===== config.mk =====
export PLATFORM = sky130hd
export DESIGN_NAME = ordered_array_list_engine_unit
export DESIGN_NICKNAME = d
export VERILOG_FILES = /design/src/design/oale_pkg.sv /design/src/design/oale_dpath.sv /design/src/design/oale_ctrl.sv /design/src/design/ordered_array_list_engine_unit.sv
export VERILOG_INCLUDE_DIRS = /design/src /design/src/design
export SDC_FILE = /design/constraint.sdc
export NUM_CORES = 1
export LEC_CHECK = 0
export BUFFER_PORTS_ARGS = -buffer_cell sky130_fd_sc_hd__buf_2
export CORE_ASPECT_RATIO = 0.75
export CORE_MARGIN = 10
export CORE_UTILIZATION = 60
export DETAILED_ROUTE_END_ITERATION = 10
export GPL_ROUTABILITY_DRIVEN = 0
export HOLD_SLACK_MARGIN = 0.06
export PLACE_DENSITY = 0.77
export RECOVER_POWER = 25
export SYNTH_ARGS = -nofsm -noshare
export SYNTH_HDL_FRONTEND = slang
export SYNTH_SLANG_ARGS = --single-unit

===== constraint.sdc =====
create_clock -name clk -period 7.3 [get_ports clk]
set_clock_uncertainty 0.05 [all_clocks]
set_input_delay 0.73 -clock clk [delete_from_list [all_inputs] [get_ports clk]]
set_output_delay 0.73 -clock clk [all_outputs]
set_load 0.01 [all_outputs]

===== src/design/assert_macros.svh =====
// ----------------------------------------------------------------------------
// assert_macros.svh
// Concurrent assertion helpers; compiled out when SYNTHESIS is defined.
// ----------------------------------------------------------------------------
`ifndef ASSERT_MACROS_SVH
`define ASSERT_MACROS_SVH

`ifndef SYNTHESIS

// same-cycle implication
`define ASSERT_IMPL(label, clk, rst, ante, cons, msg) \
  label: assert property (@(posedge clk) disable iff (rst) (ante) |-> (cons)) \
    else $error(msg);

// next-cycle implication
`define ASSERT_NEXT(label, clk, rst, ante, cons, msg) \
  label: assert property (@(posedge clk) disable iff (rst) (ante) |=> (cons)) \
    else $error(msg);

`else

`define ASSERT_IMPL(label, clk, rst, ante, cons, msg)
`define ASSERT_NEXT(label, clk, rst, ante, cons, msg)

`endif

`endif


===== src/design/oale_pkg.sv =====
// ----------------------------------------------------------------------------
// oale_pkg
// Types, codes and defaults shared by the ordered list engine.
// ----------------------------------------------------------------------------
package oale_pkg;

  localparam int DEPTH_DEF     = 16;
  localparam int WORD_BITS_DEF = 32;

  localparam int CMD_W   = 4;
  localparam int POS_W   = 4;
  localparam int WORD_W  = 32;
  localparam int STAT_W  = 3;
  localparam int COUNT_W = 5;

  typedef enum logic [CMD_W-1:0] {
    CMD_INSERT_AT    = 4'd0,
    CMD_INSERT_FRONT = 4'd1,
    CMD_INSERT_END   = 4'd2,
    CMD_REMOVE_END   = 4'd3,
    CMD_REMOVE_FRONT = 4'd4,
    CMD_REMOVE_AT    = 4'd5,
    CMD_REMOVE_VALUE = 4'd6,
    CMD_SEARCH       = 4'd7,
    CMD_READ         = 4'd8,
    CMD_WRITE        = 4'd9
  } cmd_e;

  typedef enum logic [STAT_W-1:0] {
    ST_OK       = 3'd0,
    ST_FULL     = 3'd1,
    ST_BADIDX   = 3'd2,
    ST_EMPTY    = 3'd3,
    ST_NOTFOUND = 3'd4
  } status_e;

  typedef struct packed {
    logic [CMD_W-1:0]  cmd;
    logic [POS_W-1:0]  position;
    logic [WORD_W-1:0] word;
  } list_in_t;

  typedef struct packed {
    logic [STAT_W-1:0]  status;
    logic               found;
    logic [WORD_W-1:0]  read_word;
    logic [COUNT_W-1:0] count;
  } list_out_t;

  // index register update
  typedef enum logic [2:0] {
    IDX_HOLD, IDX_CNT, IDX_POS, IDX_ZERO, IDX_CNT_M1, IDX_DEC, IDX_INC
  } idx_op_e;

  // insert target update
  typedef enum logic [1:0] {
    TGT_HOLD, TGT_POS, TGT_ZERO, TGT_CNT
  } tgt_op_e;

  // memory read address
  typedef enum logic [1:0] {
    RD_POS, RD_IDX, RD_IDX_M1, RD_IDX_P1
  } rd_sel_e;

  // memory write address / data
  typedef enum logic [1:0] {
    WR_SHIFT, WR_PUT, WR_SLOT
  } wr_sel_e;

  typedef enum logic [1:0] {
    CNT_HOLD, CNT_INC, CNT_DEC
  } cnt_op_e;

  typedef struct packed {
    logic    load;
    idx_op_e idx_op;
    tgt_op_e tgt_op;
    rd_sel_e rd_sel;
    logic    wr_en;
    wr_sel_e wr_sel;
    cnt_op_e cnt_op;
    logic    set_status;
    status_e status_code;
    logic    set_found;
    logic    cap_read;
  } ctrl_t;

  typedef struct packed {
    logic [CMD_W-1:0] cmd;
    logic             full;
    logic             empty;
    logic             pos_gt_cnt;
    logic             pos_ge_cnt;
    logic             idx_gt_tgt;
    logic             idx_last;
    logic             idx_zero;
    logic             match;
  } stat_t;

endpackage


===== src/design/oale_dpath.sv =====
// ----------------------------------------------------------------------------
// oale_dpath
// Slot memory, count, walk index, insert target and result registers.
// ----------------------------------------------------------------------------
module oale_dpath #(
  parameter int DEPTH     = oale_pkg::DEPTH_DEF,
  parameter int WORD_BITS = oale_pkg::WORD_BITS_DEF
) (
  input  logic                clk,
  input  logic                rst,
  input  oale_pkg::ctrl_t     ctrl,
  input  oale_pkg::list_in_t  request,
  output oale_pkg::stat_t     stat,
  output oale_pkg::list_out_t result
);
  import oale_pkg::*;

  localparam int AW  = $clog2(DEPTH);
  localparam int CW  = $clog2(DEPTH + 1);
  localparam int PW  = (CW > POS_W) ? CW : POS_W;
  localparam int XW  = (WORD_BITS > WORD_W) ? WORD_BITS : WORD_W;
  localparam int CXW = (CW > COUNT_W) ? CW : COUNT_W;

  logic [WORD_BITS-1:0] mem [DEPTH];

  logic [CMD_W-1:0]     cmd_q;
  logic [POS_W-1:0]     pos_q;
  logic [WORD_BITS-1:0] word_q;
  logic [CW-1:0]        cnt;
  logic [CW-1:0]        cnt_next;
  logic [AW-1:0]        idx;
  logic [AW-1:0]        idx_next;
  logic [AW-1:0]        tgt;
  logic [AW-1:0]        tgt_next;
  logic [WORD_BITS-1:0] rdata;
  status_e              status_q;
  logic                 found_q;
  logic [WORD_W-1:0]    read_q;

  logic [XW-1:0]        word_in_x;
  logic [XW-1:0]        rdata_x;
  logic [PW-1:0]        pos_x;
  logic [PW-1:0]        cnt_px;
  logic [AW-1:0]        pos_a;
  logic [CW-1:0]        cnt_m1;
  logic [CW-1:0]        idx_p1;
  logic [AW-1:0]        idx_m1;
  logic [CXW-1:0]       cnt_out;
  logic [AW-1:0]        raddr;
  logic [AW-1:0]        waddr;
  logic [WORD_BITS-1:0] wdata;

  assign word_in_x = XW'(request.word);
  assign rdata_x   = XW'(rdata);
  assign pos_x     = PW'(pos_q);
  assign cnt_px    = PW'(cnt);
  assign pos_a     = pos_x[AW-1:0];
  assign cnt_m1    = cnt - CW'(1);
  assign idx_p1    = CW'(idx) + CW'(1);
  assign idx_m1    = idx - AW'(1);
  assign cnt_out   = CXW'(cnt);

  always_comb begin
    case (ctrl.rd_sel)
      RD_POS:    raddr = pos_a;
      RD_IDX:    raddr = idx;
      RD_IDX_M1: raddr = idx_m1;
      RD_IDX_P1: raddr = idx_p1[AW-1:0];
      default:   raddr = idx;
    endcase
  end

  always_comb begin
    case (ctrl.wr_sel)
      WR_SHIFT: begin
        waddr = idx;
        wdata = rdata;
      end
      WR_PUT: begin
        waddr = tgt;
        wdata = word_q;
      end
      WR_SLOT: begin
        waddr = pos_a;
        wdata = word_q;
      end
      default: begin
        waddr = idx;
        wdata = word_q;
      end
    endcase
  end

  // slot store with one write port and one registered read port
  always_ff @(posedge clk) begin
    if (ctrl.wr_en) begin
      mem[waddr] <= wdata;
    end
    rdata <= mem[raddr];
  end

  always_comb begin
    case (ctrl.idx_op)
      IDX_CNT:    idx_next = cnt[AW-1:0];
      IDX_POS:    idx_next = pos_a;
      IDX_ZERO:   idx_next = '0;
      IDX_CNT_M1: idx_next = cnt_m1[AW-1:0];
      IDX_DEC:    idx_next = idx_m1;
      IDX_INC:    idx_next = idx_p1[AW-1:0];
      default:    idx_next = idx;
    endcase
  end

  always_comb begin
    case (ctrl.tgt_op)
      TGT_POS:  tgt_next = pos_a;
      TGT_ZERO: tgt_next = '0;
      TGT_CNT:  tgt_next = cnt[AW-1:0];
      default:  tgt_next = tgt;
    endcase
  end

  always_comb begin
    case (ctrl.cnt_op)
      CNT_INC: cnt_next = cnt + CW'(1);
      CNT_DEC: cnt_next = cnt_m1;
      default: cnt_next = cnt;
    endcase
  end

  always_ff @(posedge clk) begin
    if (rst) begin
      cnt <= '0;
    end else begin
      cnt <= cnt_next;
    end
  end

  always_ff @(posedge clk) begin
    idx <= idx_next;
    tgt <= tgt_next;
    if (ctrl.load) begin
      cmd_q    <= request.cmd;
      pos_q    <= request.position;
      word_q   <= word_in_x[WORD_BITS-1:0];
      status_q <= ST_OK;
      found_q  <= 1'b0;
      read_q   <= '0;
    end else begin
      if (ctrl.set_status) begin
        status_q <= ctrl.status_code;
      end
      if (ctrl.set_found) begin
        found_q <= 1'b1;
      end
      if (ctrl.cap_read) begin
        read_q <= rdata_x[WORD_W-1:0];
      end
    end
  end

  assign stat.cmd        = cmd_q;
  assign stat.full       = (cnt == CW'(DEPTH));
  assign stat.empty      = (cnt == '0);
  assign stat.pos_gt_cnt = (pos_x > cnt_px);
  assign stat.pos_ge_cnt = (pos_x >= cnt_px);
  assign stat.idx_gt_tgt = (idx > tgt);
  assign stat.idx_last   = (idx_p1 >= cnt);
  assign stat.idx_zero   = (idx == '0);
  assign stat.match      = (rdata == word_q);

  assign result.status    = status_q;
  assign result.found     = found_q;
  assign result.read_word = read_q;
  assign result.count     = cnt_out[COUNT_W-1:0];

endmodule


===== src/design/oale_ctrl.sv =====
// ----------------------------------------------------------------------------
// oale_ctrl
// Command sequencer: checks, slot shifting walks and value scans.
// ----------------------------------------------------------------------------
module oale_ctrl (
  input  logic            clk,
  input  logic            rst,
  input  logic            start,
  input  oale_pkg::stat_t stat,
  output oale_pkg::ctrl_t ctrl,
  output logic            busy,
  output logic            done
);
  import oale_pkg::*;

  typedef enum logic [9:0] {
    S_IDLE   = 10'b00_0000_0001,
    S_CHECK  = 10'b00_0000_0010,
    S_UP     = 10'b00_0000_0100,
    S_UP_WR  = 10'b00_0000_1000,
    S_DN     = 10'b00_0001_0000,
    S_DN_WR  = 10'b00_0010_0000,
    S_SC_RD  = 10'b00_0100_0000,
    S_SC_CMP = 10'b00_1000_0000,
    S_RD_CAP = 10'b01_0000_0000,
    S_DONE   = 10'b10_0000_0000
  } state_t;

  state_t state;
  state_t state_next;

  always_ff @(posedge clk) begin
    if (rst) begin
      state <= S_IDLE;
    end else begin
      state <= state_next;
    end
  end

  always_comb begin
    ctrl             = '0;
    ctrl.idx_op      = IDX_HOLD;
    ctrl.tgt_op      = TGT_HOLD;
    ctrl.rd_sel      = RD_IDX;
    ctrl.wr_sel      = WR_SHIFT;
    ctrl.cnt_op      = CNT_HOLD;
    ctrl.status_code = ST_OK;
    state_next       = state;

    unique case (state)
      S_IDLE: begin
        if (start) begin
          ctrl.load  = 1'b1;
          state_next = S_CHECK;
        end
      end

      S_CHECK: begin
        ctrl.rd_sel = RD_POS;
        state_next  = S_DONE;
        unique case (stat.cmd) inside
          CMD_INSERT_AT: begin
            if (stat.full) begin
              ctrl.set_status  = 1'b1;
              ctrl.status_code = ST_FULL;
            end else if (stat.pos_gt_cnt) begin
              ctrl.set_status  = 1'b1;
              ctrl.status_code = ST_BADIDX;
            end else begin
              ctrl.idx_op = IDX_CNT;
              ctrl.tgt_op = TGT_POS;
              state_next  = S_UP;
            end
          end
          CMD_INSERT_FRONT, CMD_INSERT_END: begin
            if (stat.full) begin
              ctrl.set_status  = 1'b1;
              ctrl.status_code = ST_FULL;
            end else begin
              ctrl.idx_op = IDX_CNT;
              ctrl.tgt_op = (stat.cmd == CMD_INSERT_FRONT) ? TGT_ZERO : TGT_CNT;
              state_next  = S_UP;
            end
          end
          CMD_REMOVE_END: begin
            if (stat.empty) begin
              ctrl.set_status  = 1'b1;
              ctrl.status_code = ST_EMPTY;
            end else begin
              ctrl.cnt_op = CNT_DEC;
            end
          end
          CMD_REMOVE_FRONT: begin
            if (stat.empty) begin
              ctrl.set_status  = 1'b1;
              ctrl.status_code = ST_EMPTY;
            end else begin
              ctrl.idx_op = IDX_ZERO;
              state_next  = S_DN;
            end
          end
          CMD_REMOVE_AT: begin
            if (stat.empty) begin
              ctrl.set_status  = 1'b1;
              ctrl.status_code = ST_EMPTY;
            end else if (stat.pos_ge_cnt) begin
              ctrl.set_status  = 1'b1;
              ctrl.status_code = ST_BADIDX;
            end else begin
              ctrl.idx_op = IDX_POS;
              state_next  = S_DN;
            end
          end
          CMD_REMOVE_VALUE, CMD_SEARCH: begin
            if (stat.empty) begin
              ctrl.set_status  = 1'b1;
              ctrl.status_code = (stat.cmd == CMD_SEARCH) ? ST_NOTFOUND : ST_EMPTY;
            end else begin
              ctrl.idx_op = IDX_CNT_M1;
              state_next  = S_SC_RD;
            end
          end
          CMD_READ: begin
            if (stat.pos_ge_cnt) begin
              ctrl.set_status  = 1'b1;
              ctrl.status_code = ST_BADIDX;
            end else begin
              state_next = S_RD_CAP;
            end
          end
          CMD_WRITE: begin
            if (stat.pos_ge_cnt) begin
              ctrl.set_status  = 1'b1;
              ctrl.status_code = ST_BADIDX;
            end else begin
              ctrl.wr_en  = 1'b1;
              ctrl.wr_sel = WR_SLOT;
            end
          end
          default: begin
          end
        endcase
      end

      // open a gap: walk down from count to the target
      S_UP: begin
        ctrl.rd_sel = RD_IDX_M1;
        if (stat.idx_gt_tgt) begin
          state_next = S_UP_WR;
        end else begin
          ctrl.wr_en  = 1'b1;
          ctrl.wr_sel = WR_PUT;
          ctrl.cnt_op = CNT_INC;
          state_next  = S_DONE;
        end
      end

      S_UP_WR: begin
        ctrl.wr_en  = 1'b1;
        ctrl.wr_sel = WR_SHIFT;
        ctrl.idx_op = IDX_DEC;
        state_next  = S_UP;
      end

      // close a gap: walk up from the removed slot
      S_DN: begin
        ctrl.rd_sel = RD_IDX_P1;
        if (stat.idx_last) begin
          ctrl.cnt_op = CNT_DEC;
          state_next  = S_DONE;
        end else begin
          state_next = S_DN_WR;
        end
      end

      S_DN_WR: begin
        ctrl.wr_en  = 1'b1;
        ctrl.wr_sel = WR_SHIFT;
        ctrl.idx_op = IDX_INC;
        state_next  = S_DN;
      end

      // scan from the top so the first hit is the last match
      S_SC_RD: begin
        ctrl.rd_sel = RD_IDX;
        state_next  = S_SC_CMP;
      end

      S_SC_CMP: begin
        if (stat.match) begin
          ctrl.set_found = 1'b1;
          state_next     = (stat.cmd == CMD_SEARCH) ? S_DONE : S_DN;
        end else if (stat.idx_zero) begin
          ctrl.set_status  = 1'b1;
          ctrl.status_code = ST_NOTFOUND;
          state_next       = S_DONE;
        end else begin
          ctrl.idx_op = IDX_DEC;
          state_next  = S_SC_RD;
        end
      end

      S_RD_CAP: begin
        ctrl.cap_read = 1'b1;
        state_next    = S_DONE;
      end

      S_DONE: begin
        state_next = S_IDLE;
      end

      default: begin
        state_next = S_IDLE;
      end
    endcase
  end

  assign busy = (state != S_IDLE);
  assign done = (state == S_DONE);

endmodule


===== src/design/ordered_array_list_engine_unit.sv =====
// ----------------------------------------------------------------------------
// ordered_array_list_engine_unit
// Packed list of up to DEPTH words with insert, remove, search, read, write.
// ----------------------------------------------------------------------------
// A command beat is taken on a clock edge with start high and busy low; busy
// then stays high until the result beat has gone out. The result beat shows
// on result for one cycle with done high and cannot be held off, so capture
// it on that edge. Every command gives exactly one result beat. Entries live
// in a slot memory with one write port and one registered read port, and
// every moved entry costs a read and a write, so the command time depends on
// how many entries move or are scanned. The next command can be taken once
// busy is low again. The slot memory has no reset and needs no clearing pass:
// only slots below count are ever used, and each of them has been written.
// ----------------------------------------------------------------------------
`include "assert_macros.svh"

module ordered_array_list_engine_unit #(
  parameter int DEPTH     = oale_pkg::DEPTH_DEF,
  parameter int WORD_BITS = oale_pkg::WORD_BITS_DEF
) (
  input  logic                clk,
  input  logic                rst,
  input  logic                start,
  output logic                busy,
  input  oale_pkg::list_in_t  request,
  output logic                done,
  output oale_pkg::list_out_t result
);
  import oale_pkg::*;

  ctrl_t ctrl;
  stat_t stat;

  // sequencer: decides each step from the datapath flags
  oale_ctrl u_ctrl (
    .clk   (clk),
    .rst   (rst),
    .start (start),
    .stat  (stat),
    .ctrl  (ctrl),
    .busy  (busy),
    .done  (done)
  );

  // slot memory, count, walk pointers and result registers
  oale_dpath #(
    .DEPTH     (DEPTH),
    .WORD_BITS (WORD_BITS)
  ) u_dpath (
    .clk     (clk),
    .rst     (rst),
    .ctrl    (ctrl),
    .request (request),
    .stat    (stat),
    .result  (result)
  );

  // an accepted beat keeps the unit busy on the next cycle
  `ASSERT_NEXT(a_accept_busy, clk, rst, start && !busy, busy, "accept without busy")
  // results come only while a command is in flight
  `ASSERT_IMPL(a_done_busy, clk, rst, done, busy, "result beat while idle")
  // one result beat per command
  `ASSERT_NEXT(a_done_single, clk, rst, done, !done, "result beat repeated")
  // a match is always reported as ok
  `ASSERT_IMPL(a_found_ok, clk, rst, done && result.found, result.status == ST_OK,
    "found with bad status")

endmodule


==> flow_summary.yaml, run 1 <==
critical_path:
  crit_slowest_cell: "nor2_1"
  cp_slowest_stage_delay_ns: 2.31
  r2r-start: "u_ctrl.state[8]"
  endpoint_kind: "flop"
  cp_top_family: "simple AND/OR/NAND/NOR gates"
  required_ns: 7.44
  path_buf_inv: 1
  worstPathArrival_ns: 5.80
  worstSetupPathType: "flop to flop"
  crit_fanout: 44
  crit_start: "u_ctrl.state[8]"
  critPathLaunchType: "flop"
  path_cells: "nor4_1 -> nand4b_1 -> nor2_1 -> clkbuf_1"
sta:
  finalSetupViolations: 0
  rsz0062_at_grt: "no"
  tightestPinTransition_ns: 3.076
  period_needed_ns: 5.663
  fmax_ghz: 0.1766
  slew_viol_final: 111
  layout_setup_ws_ns: 1.637
  setup_tns_ns: 0
  hold_viol_final: 0
  maxSlewHeadroom_pct: -105.8
  period_share_pct: 77.57
  holdWs_ns: 0.2446
synthesis:
  syn_avg_cell_area_um2: 14.06
  yosys_warnings: 0
  synth_xor_area_share_pct: 1.366
  yosys.area_share.simple_pct: 8.795
  synth_top_family_by_area: "compound AO/OA/AOI/OAI gates"
  synth-compound-area-share_pct: 14.85
  synth.net_count: 1982
  synth.distinct_cells: 80
  yosysSeqAreaShare_pct: 68.61
  netlist_instances: 1916
  synthMuxAreaShare_pct: 2.565
  async_flop_share_pct: 0
  synth_edf_count: 560
  synthAdderAreaFrac_pct: 1.069
  ys.flop_type: "edfxtp_1"
  synth_seq_cells: 643
  synth_area_um2: 26930
min_path:
  hold_class: "primary input to flop"
  min_from: "request[20]"
route:
  num_vias: 16967
  wl_per_cell_um: 25.64
  drc: 0
  ant_nets: 0
  routed_wl_mm: 66.01
  drt_iter0_markers: 2444
  drt-pass1-iter-count: 5
  drt-vias-per-instance: 6.592
finish:
  drive_gt1_share_pct: 12.48
  fin_nets: 2003
  synthToLayoutAreaGrowth_pct: 9.919
clocking:
  cts_resized: 0
  clkTransAtPathRegs_ns: 0.06
  cts_buffer_depth: 3
  cts_max_level: 2
  numCtsBuffers: 59
  cts_sinks: 643
  root_buffer: "clkbuf_16"
  post_cts_buffers: 0
  ctsHoldBuffers: 0
  insertion_delay_ns: 0.61
  cts_tree: "yes"
grt:
  grt_usage_pct: 24.01
  grt.overflow.total: 0
  first_global_vias: 16389
  grt_max_degree: 107
  antenna_found_initial: 2
  grt_pass1_wl_mm: 100.3
power_and_ir_drop:
  leakage_uw: 0.01003
  powerDensity_nw_per_um2: 258.6
  peakVddDrop_mv: 0.1908
floorplan:
  die-area_um2: 53850
  fp-row-count: 67
  die_height_um: 203.5
  start_util_pct: 60.50
  core-area_um2: 44510
  dieWidth_um: 264.6
  ioPinCount: 86
status:
  status: "complete, but fails checks"
  violations: "capacitance limit, slew limit"
place:
  hpwl_mm: 38.49
  dp_worst_setup_slack_ns: 2.119
  port-buffer-count: 85
run:
  maxCapViolCount: 3
-- sequential cells by signal (all words and copies together), names as in the netlist --
signal            count
u_dpath.rdata        32
u_dpath.word_q       32
u_dpath.cmd_q         4
u_dpath.tgt           4
u_ctrl.state         10
u_dpath.found_q       1
u_dpath.read_q       32
u_dpath.pos_a         4
u_dpath.status_q      3
u_dpath.mem         512
u_dpath.cnt           5
u_dpath.idx           4
-- routing by layer --
layer | track usage, % | routed length, µm | vias to the layer above
met5 | 0 | 13 | -
met4 | 5.080 | 1191 | 2
li1 | - | - | 7588
met1 | 35.40 | 27850 | 8374
met3 | 7.245 | 8299 | 96
met2 | 34.78 | 28660 | 907
-- logic make-up (layout without fill, tap and decap cells) --
kind of cell	count (synthesis)	in the layout
flip-flops	643	643
AO/OA/AOI/OAI	523	523
AND/OR/NAND/NOR	458	458
buffers and inverters	162	233
multiplexers	65	65
XOR/XNOR	42	42
adder cells (fa/ha/maj)	23	23
other	0	1
-- through the flow --
stage,power (µW),cells,util [%],area [µm²]
6_report,7655,2574,66.50,29600
5_1_grt,7873,2573,66.50,29600
4_1_cts,7676,2573,66.66,29670
3_5_place_dp,4657,2462,62.32,27740
3_3_place_gp,4644,2462,62.32,27740
2_1_floorplan,4488,1916,-,26930
-- cells in the final DEF (no fill, tap or decap), types with 10 or more instances in the layout --
| cell type | synthesis | layout |
|---|---|---|
| o311ai_0 | 26 | 26 |
| and3_1 | 130 | 130 |
| nor2_1 | 37 | 20 |
| clkbuf_16 | 0 | 60 |
| mux2_2 | 32 | 23 |
| inv_1 | 17 | 17 |
| nor4_1 | 10 | 11 |
| ha_1 | 23 | 23 |
| a221oi_2 | 20 | 20 |
| nor3_1 | 11 | 11 |
| mux2i_1 | 33 | 33 |
| nand3_1 | 10 | 10 |
| clkinv_1 | 0 | 10 |
| clkbuf_1 | 91 | 56 |
| edfxtp_1 | 560 | 560 |
| a211oi_2 | 20 | 20 |
| buf_4 | 10 | 18 |
| o32ai_1 | 32 | 32 |
| clkinv_2 | 0 | 11 |
| nand4_1 | 15 | 15 |
| nor2_4 | 0 | 17 |
| buf_2 | 30 | 42 |
| a21boi_0 | 34 | 36 |
| a211o_1 | 35 | 35 |
| o21ai_0 | 18 | 18 |
| a21oi_1 | 143 | 143 |
| xnor2_1 | 38 | 38 |
| a211oi_1 | 82 | 82 |
| a22oi_1 | 37 | 37 |
| dfxtp_1 | 83 | 83 |
| a221oi_1 | 13 | 13 |
| nand2_1 | 189 | 189 |
-- synthesized netlist by cell type (8+ instances only) --
cell type | instances | share of area [%]
a21boi_0 | 34 | 0.95
mux2i_1 | 33 | 1.2
buf_2 | 30 | 0.56
nand3_1 | 10 | 0.19
ha_1 | 23 | 1.1
a21oi_1 | 143 | 2.7
inv_1 | 17 | 0.24
edfxtp_1 | 560 | 62
nand4_1 | 15 | 0.35
dfxtp_1 | 83 | 6.2
a21o_1 | 9 | 0.25
clkbuf_1 | 91 | 1.3
o32ai_1 | 32 | 1.0
o311ai_0 | 26 | 0.85
a211oi_1 | 82 | 2.3
a221oi_1 | 13 | 0.42
buf_4 | 10 | 0.28
nor4_1 | 10 | 0.23
and3_1 | 130 | 3.0
nand2_1 | 189 | 2.6
or3_1 | 8 | 0.19
nor2_1 | 37 | 0.52
o21ai_0 | 18 | 0.33
a22oi_1 | 37 | 1.0
nor3_1 | 11 | 0.20
mux2_2 | 32 | 1.3
xnor2_1 | 38 | 1.2
a211oi_2 | 20 | 0.93
a221oi_2 | 20 | 1.1
a211o_1 | 35 | 1.1
-- path summary, 6_finish.rpt --
| kind | to | depth (start not counted) | slack [ns] |
|---|---|---|---|
| setup / recovery | u_dpath.word_q[21] | 4 | 1.64 |
| hold / removal | u_dpath.word_q[20] | 1 | 0.24 |
| setup reg to reg | u_dpath.word_q[21] | 4 | 1.64 |
| hold reg to reg | u_dpath.read_q[30] | 2 | 0.40 |
-- power by group --
group / switching (µW) / leakage (µW) / internal [µW]
Sequential: 55.2 / 0.00575 / 4080
Clock: 1330 / 0.000949 / 1740
Combinational: 317 / 0.00333 / 134
Total: 1700 / 0.0100 / 5960
-- final cells by class --
cell class              instances  area [µm²]
diodes                          1       2.502
clock buffers                  81        1670
inverters                      17       63.81
flip-flops and latches        643       18480
repair buffers                105       530.5
clock inverters                30       261.5
fillers                      3032       14910
well taps                     586       733.2
multi-input cells            1111        7863
No activity file was read; power rests on OpenSTA's default activity.
==> run 2: changes to the inputs <==
clock period = 5.5 ns   (was 7.3 ns; I/O delays follow)
==> flow_summary.yaml, run 2 (synthesized netlist as in run 1, its figures left out) <==
status:
  status: "complete, but fails checks"
  violations: "capacitance limit, slew limit"
grt:
  grt.overflow.total: 0
  grt_pass1_wl_mm: 105.2
  grt_usage_pct: 25.54
  first_global_vias: 16759
  grt_max_degree: 104
  antenna_found_initial: 1
finish:
  fin_nets: 2067
  design_area_um2: 30330
  synthToLayoutAreaGrowth_pct: 12.62
  n_antenna_cell: 0
  drive_gt1_share_pct: 13.41
  largest_reg_flops: 512
  final_cell_mix: "560 x edfxtp_1, 189 x nand2_1, 143 x a21oi_1"
  final_common_cell: "edfxtp_1"
  top_register: "u_dpath.mem"
critical_path:
  critPathLaunchType: "flop"
  worst-r2r-setup-slack_ns: 0.53
  required_ns: 5.72
  reg2reg_depth: 4
  r2r-start: "u_ctrl.state[2]"
  endpoint_kind: "flop"
  crit_fanout: 39
  worstPathArrival_ns: 5.18
  reg2reg_to: "u_dpath.word_q[15]"
  worstSetupPathType: "flop to flop"
place:
  hpwl_mm: 44.83
  port-buffer-count: 85
  dpl_cell_area_um2: 28020
sta:
  maxSlewHeadroom_pct: -102.8
  rsz0062_at_grt: "no"
  hold_viol_final: 0
  finalSetupViolations: 0
  tightestPinTransition_ns: 3.031
  fmax_ghz: 0.2014
  slew_viol_final: 172
  period_share_pct: 90.27
  period_needed_ns: 4.965
  setup_tns_ns: 0
floorplan:
  start_util_pct: 60.50
  die_height_um: 203.5
  fp-row-count: 67
  core-area_um2: 44510
  ioPinCount: 86
  die-area_um2: 53850
  dieWidth_um: 264.6
power_and_ir_drop:
  powerDensity_nw_per_um2: 341.7
  peakVddDrop_mv: 0.3150
  leakage_uw: 0.01037
clocking:
  cts_max_level: 2
  clkTransAtPathRegs_ns: 0.06
  post_cts_buffers: 0
  cts_buffer_depth: 3
  root_buffer: "clkbuf_16"
  cts_resized: 0
  numCtsBuffers: 58
  cts_tree: "yes"
  insertion_delay_ns: 0.63
  cts_sinks: 643
run:
  maxCapViolCount: 3
route:
  drt-vias-per-instance: 6.625
  wl_per_cell_um: 26.66
  drt_iter0_markers: 2351
  num_vias: 17469
  drt-pass1-iter-count: 5
  routed_wl_mm: 70.30
  drc: 0
  ant_nets: 0
min_path:
  min_to: "u_dpath.cmd_q[2]"
  hold_class: "primary input to flop"
  whs_path_depth: 1
  min_from: "request[38]"
-- run 2: cell types whose count changed in the layout (fill, tap and decap cells not counted), moves of 2 or more --
cell           before  now
mux2_2             23   21
inv_6               1    5
clkinv_2           11   14
dlygate4sd3_1       0   39
clkinv_1           10    6
clkinvlp_4          2    4
mux2_1              9   11
buf_12              1    8
buf_2              42   38
clkbuf_8            9    4
buf_4              18   36
bufinv_16           4    8
-- run 2: worst max-delay path by stage --
stage,from,cells after the start,slack (ns),end
floorplan,u_ctrl.state[8],11,0.69,u_dpath.mem[15][0]
global placement,u_dpath.pos_a[1],11,1.03,u_dpath.mem[11][29]
detailed placement,u_dpath.cnt[2],12,0.89,u_dpath.mem[11][31]
CTS,u_dpath.cnt[2],12,0.86,u_dpath.mem[11][20]
global route,u_ctrl.state[8],4,0.24,u_dpath.pos_a[2]
finish,u_ctrl.state[2],4,0.53,u_dpath.word_q[15]
-- run 2: layout make-up --
type / instances / area (µm²)
clock inverters: 39 / 435.4
well taps: 586 / 733.2
fillers: 2992 / 14180
multi-input cells: 1111 / 7863
clock buffers: 71 / 1562
flip-flops and latches: 643 / 18480
repair buffers: 170 / 1196
inverters: 17 / 63.81
-- run 2: critical path, stage by stage, from the launching register on --
cell and delay, ns:
dfxtp_1 0.35, nor4_1 0.80, nand4b_1 0.41, nor2_1 2.32, buf_4 0.66
-- run 2: report_power, final --
part,internal (µW),switching [µW]
logic,201,461
registers,5420,76.2
clock network,2410,1790
total,8030,2330
-- run 2: through the flow --
step / worst slack (ns) / util (%) / hold slack [ns] / std cells / total power (µW)
final: 0.5349 / 68.14 / 0.08314 / 2637 / 10360
after global routing: 0.2365 / 68.14 / 0.07972 / 2637 / 10630
after CTS: 0.8608 / 68.32 / 0.06320 / 2637 / 10380
after detailed placement: 0.8946 / 62.96 / 0.3944 / 2488 / 6219
after global placement: 1.029 / 62.96 / 0.3897 / 2488 / 6204
after floorplan: 0.6934 / - / 0.3916 / 1916 / 5957
-- run 2: routing by layer --
layer	up-vias	global-route usage [%]	part of all wire [%]
met1	8624	36.69	41
met2	1028	36.04	42
li1	7709	-	-
met3	108	9.748	15
met5	-	0	0
met4	0	6.432	2.0
-- run 2: timing repair --
action,4_1_cts,5_1_grt
hold buffers,39,0
endpoints found under the setup margin,0,0
hold endpoints to repair,39,0
==> run 3: changes to the inputs <==
BUFFER_PORTS_ARGS = default   (was -buffer_cell sky130_fd_sc_hd__buf_2)
CTS_CLUSTER_SIZE = 24   (was default)
DONT_BUFFER_PORTS = 1   (was default)
PLACE_DENSITY = 0.76   (was 0.77)
==> flow_summary.yaml, run 3 (synthesized netlist as in run 1, its figures left out) <==
status:
  status: "complete, but fails checks"
  violations: "capacitance limit, slew limit"
clocking:
  cts_resized: 0
  numCtsBuffers: 58
  cts_max_level: 2
  cts_buffer_depth: 3
  cts_tree: "yes"
  cts_sinks: 643
  ctsHoldBuffers: 42
  root_buffer: "clkbuf_16"
  post_cts_buffers: 0
  insertion_delay_ns: 0.63
  clkTransAtPathRegs_ns: 0.06
place:
  dpl_cell_area_um2: 27550
  hpwl_mm: 39.45
  placedCellCount: 2400
  port-buffer-count: 0
route:
  routed_wl_mm: 66.86
  drt-vias-per-instance: 6.673
  drt-pass1-iter-count: 5
  num_vias: 17024
  drc: 0
  wl_per_cell_um: 26.21
  drt_iter0_markers: 2282
  ant_nets: 0
floorplan:
  ioPinCount: 86
  fp-row-count: 67
  dieWidth_um: 264.6
  die_height_um: 203.5
  start_util_pct: 60.50
  die-area_um2: 53850
  core-area_um2: 44510
critical_path:
  critPathLaunchType: "flop"
  crit_fanout: 133
  worstSetupPathType: "flop to flop"
  endpoint_kind: "flop"
  worstPathArrival_ns: 5.30
  required_ns: 5.96
sta:
  maxSlewHeadroom_pct: -43.39
  slew_viol_final: 276
  finalSetupViolations: 0
  holdWs_ns: 0.2270
  hold_viol_final: 0
  fmax_ghz: 0.2066
  tightestPinTransition_ns: 2.151
  period_needed_ns: 4.840
  rsz0062_at_grt: "no"
  setup_tns_ns: 0
  period_share_pct: 87.99
min_path:
  hold_class: "primary input to flop"
finish:
  fill_cells: 2934
  fin_cells: 2551
  largest_reg_flops: 512
  synthToLayoutAreaGrowth_pct: 11.05
  drive_gt1_share_pct: 11.35
  top_register: "u_dpath.mem"
  fin_nets: 1982
  seq_area_um2: 18480
  design_area_um2: 29910
  final_common_cell: "edfxtp_1"
  n_antenna_cell: 0
  final_cell_mix: "560 x edfxtp_1, 189 x nand2_1, 143 x a21oi_1"
  multi_input_area_um2: 7856
grt:
  antenna_found_initial: 1
  grt_usage_pct: 24.38
  grt_pass1_wl_mm: 101.4
  first_global_vias: 16473
  grt_max_degree: 134
  grt.overflow.total: 0
power_and_ir_drop:
  switchingPower_uw: 2265
  swShare_pct: 22.01
  p_comb_share_pct: 5.9
  peakVddDrop_mv: 0.3197
  p_int_uw: 8025
  seq_power_share_pct: 53.4
  total_power_uw: 10290
  leakage_uw: 0.01015
  p_clk_share_pct: 40.6
  powerDensity_nw_per_um2: 344.0
run:
  maxCapViolCount: 5
[run 3: worst paths after layout]
check	cells past startpoint	slack [ns]	from	end
worst min-delay path	2	0.23	rst	u_ctrl.state[3]
worst max-delay path	8	0.66	u_ctrl.state[1]	u_dpath.rdata[19]
worst max register to register	8	0.66	u_ctrl.state[1]	u_dpath.rdata[19]
worst min register to register	2	0.43	u_dpath.rdata[19]	u_dpath.read_q[19]
[run 3: per-layer routing]
layer	global-route usage [%]	up-vias	part of all wire (%)
met4	7.620	0	2.3
li1	-	7543	-
met3	7.606	101	13
met2	35.58	917	44
met5	0	-	0
met1	34.55	8463	41
[run 3: layout make-up]
class	count	share of cell area, %
clock buffer	76	5.317
clock inverter	33	1.268
inverter	17	0.2134
multi-input combinational	1111	26.27
sequential	643	61.78
tap	586	2.452
timing repair buffer	85	2.698
[run 3: power by group through the flow]
stage	clock (µW)	sequential [µW]	combinational, µW
floorplan	0	5560	399
global placement	0	5590	560
detailed placement	0	5600	573
CTS	4220	5490	604
global route	4420	5500	655
finish	4180	5500	611
[run 3: through the flow]
stage	utilization [%]	setup WS, ns
2_1_floorplan	-	0.6934
3_3_place_gp	61.89	0.8747
3_5_place_dp	61.89	0.7648
4_1_cts	67.26	0.7462
5_1_grt	67.19	0.4100
6_report	67.19	0.6604
[run 3: worst max-delay path, stage by stage (launching register included)]
cell and delay (ns):
dfxtp_1 0.37, nor4_1 0.86, nand2_1 0.19, o311a_4 0.66, nand2_4 1.25, buf_12 0.40
mux2i_1 0.30, a221oi_2 0.12, a211o_1 0.30
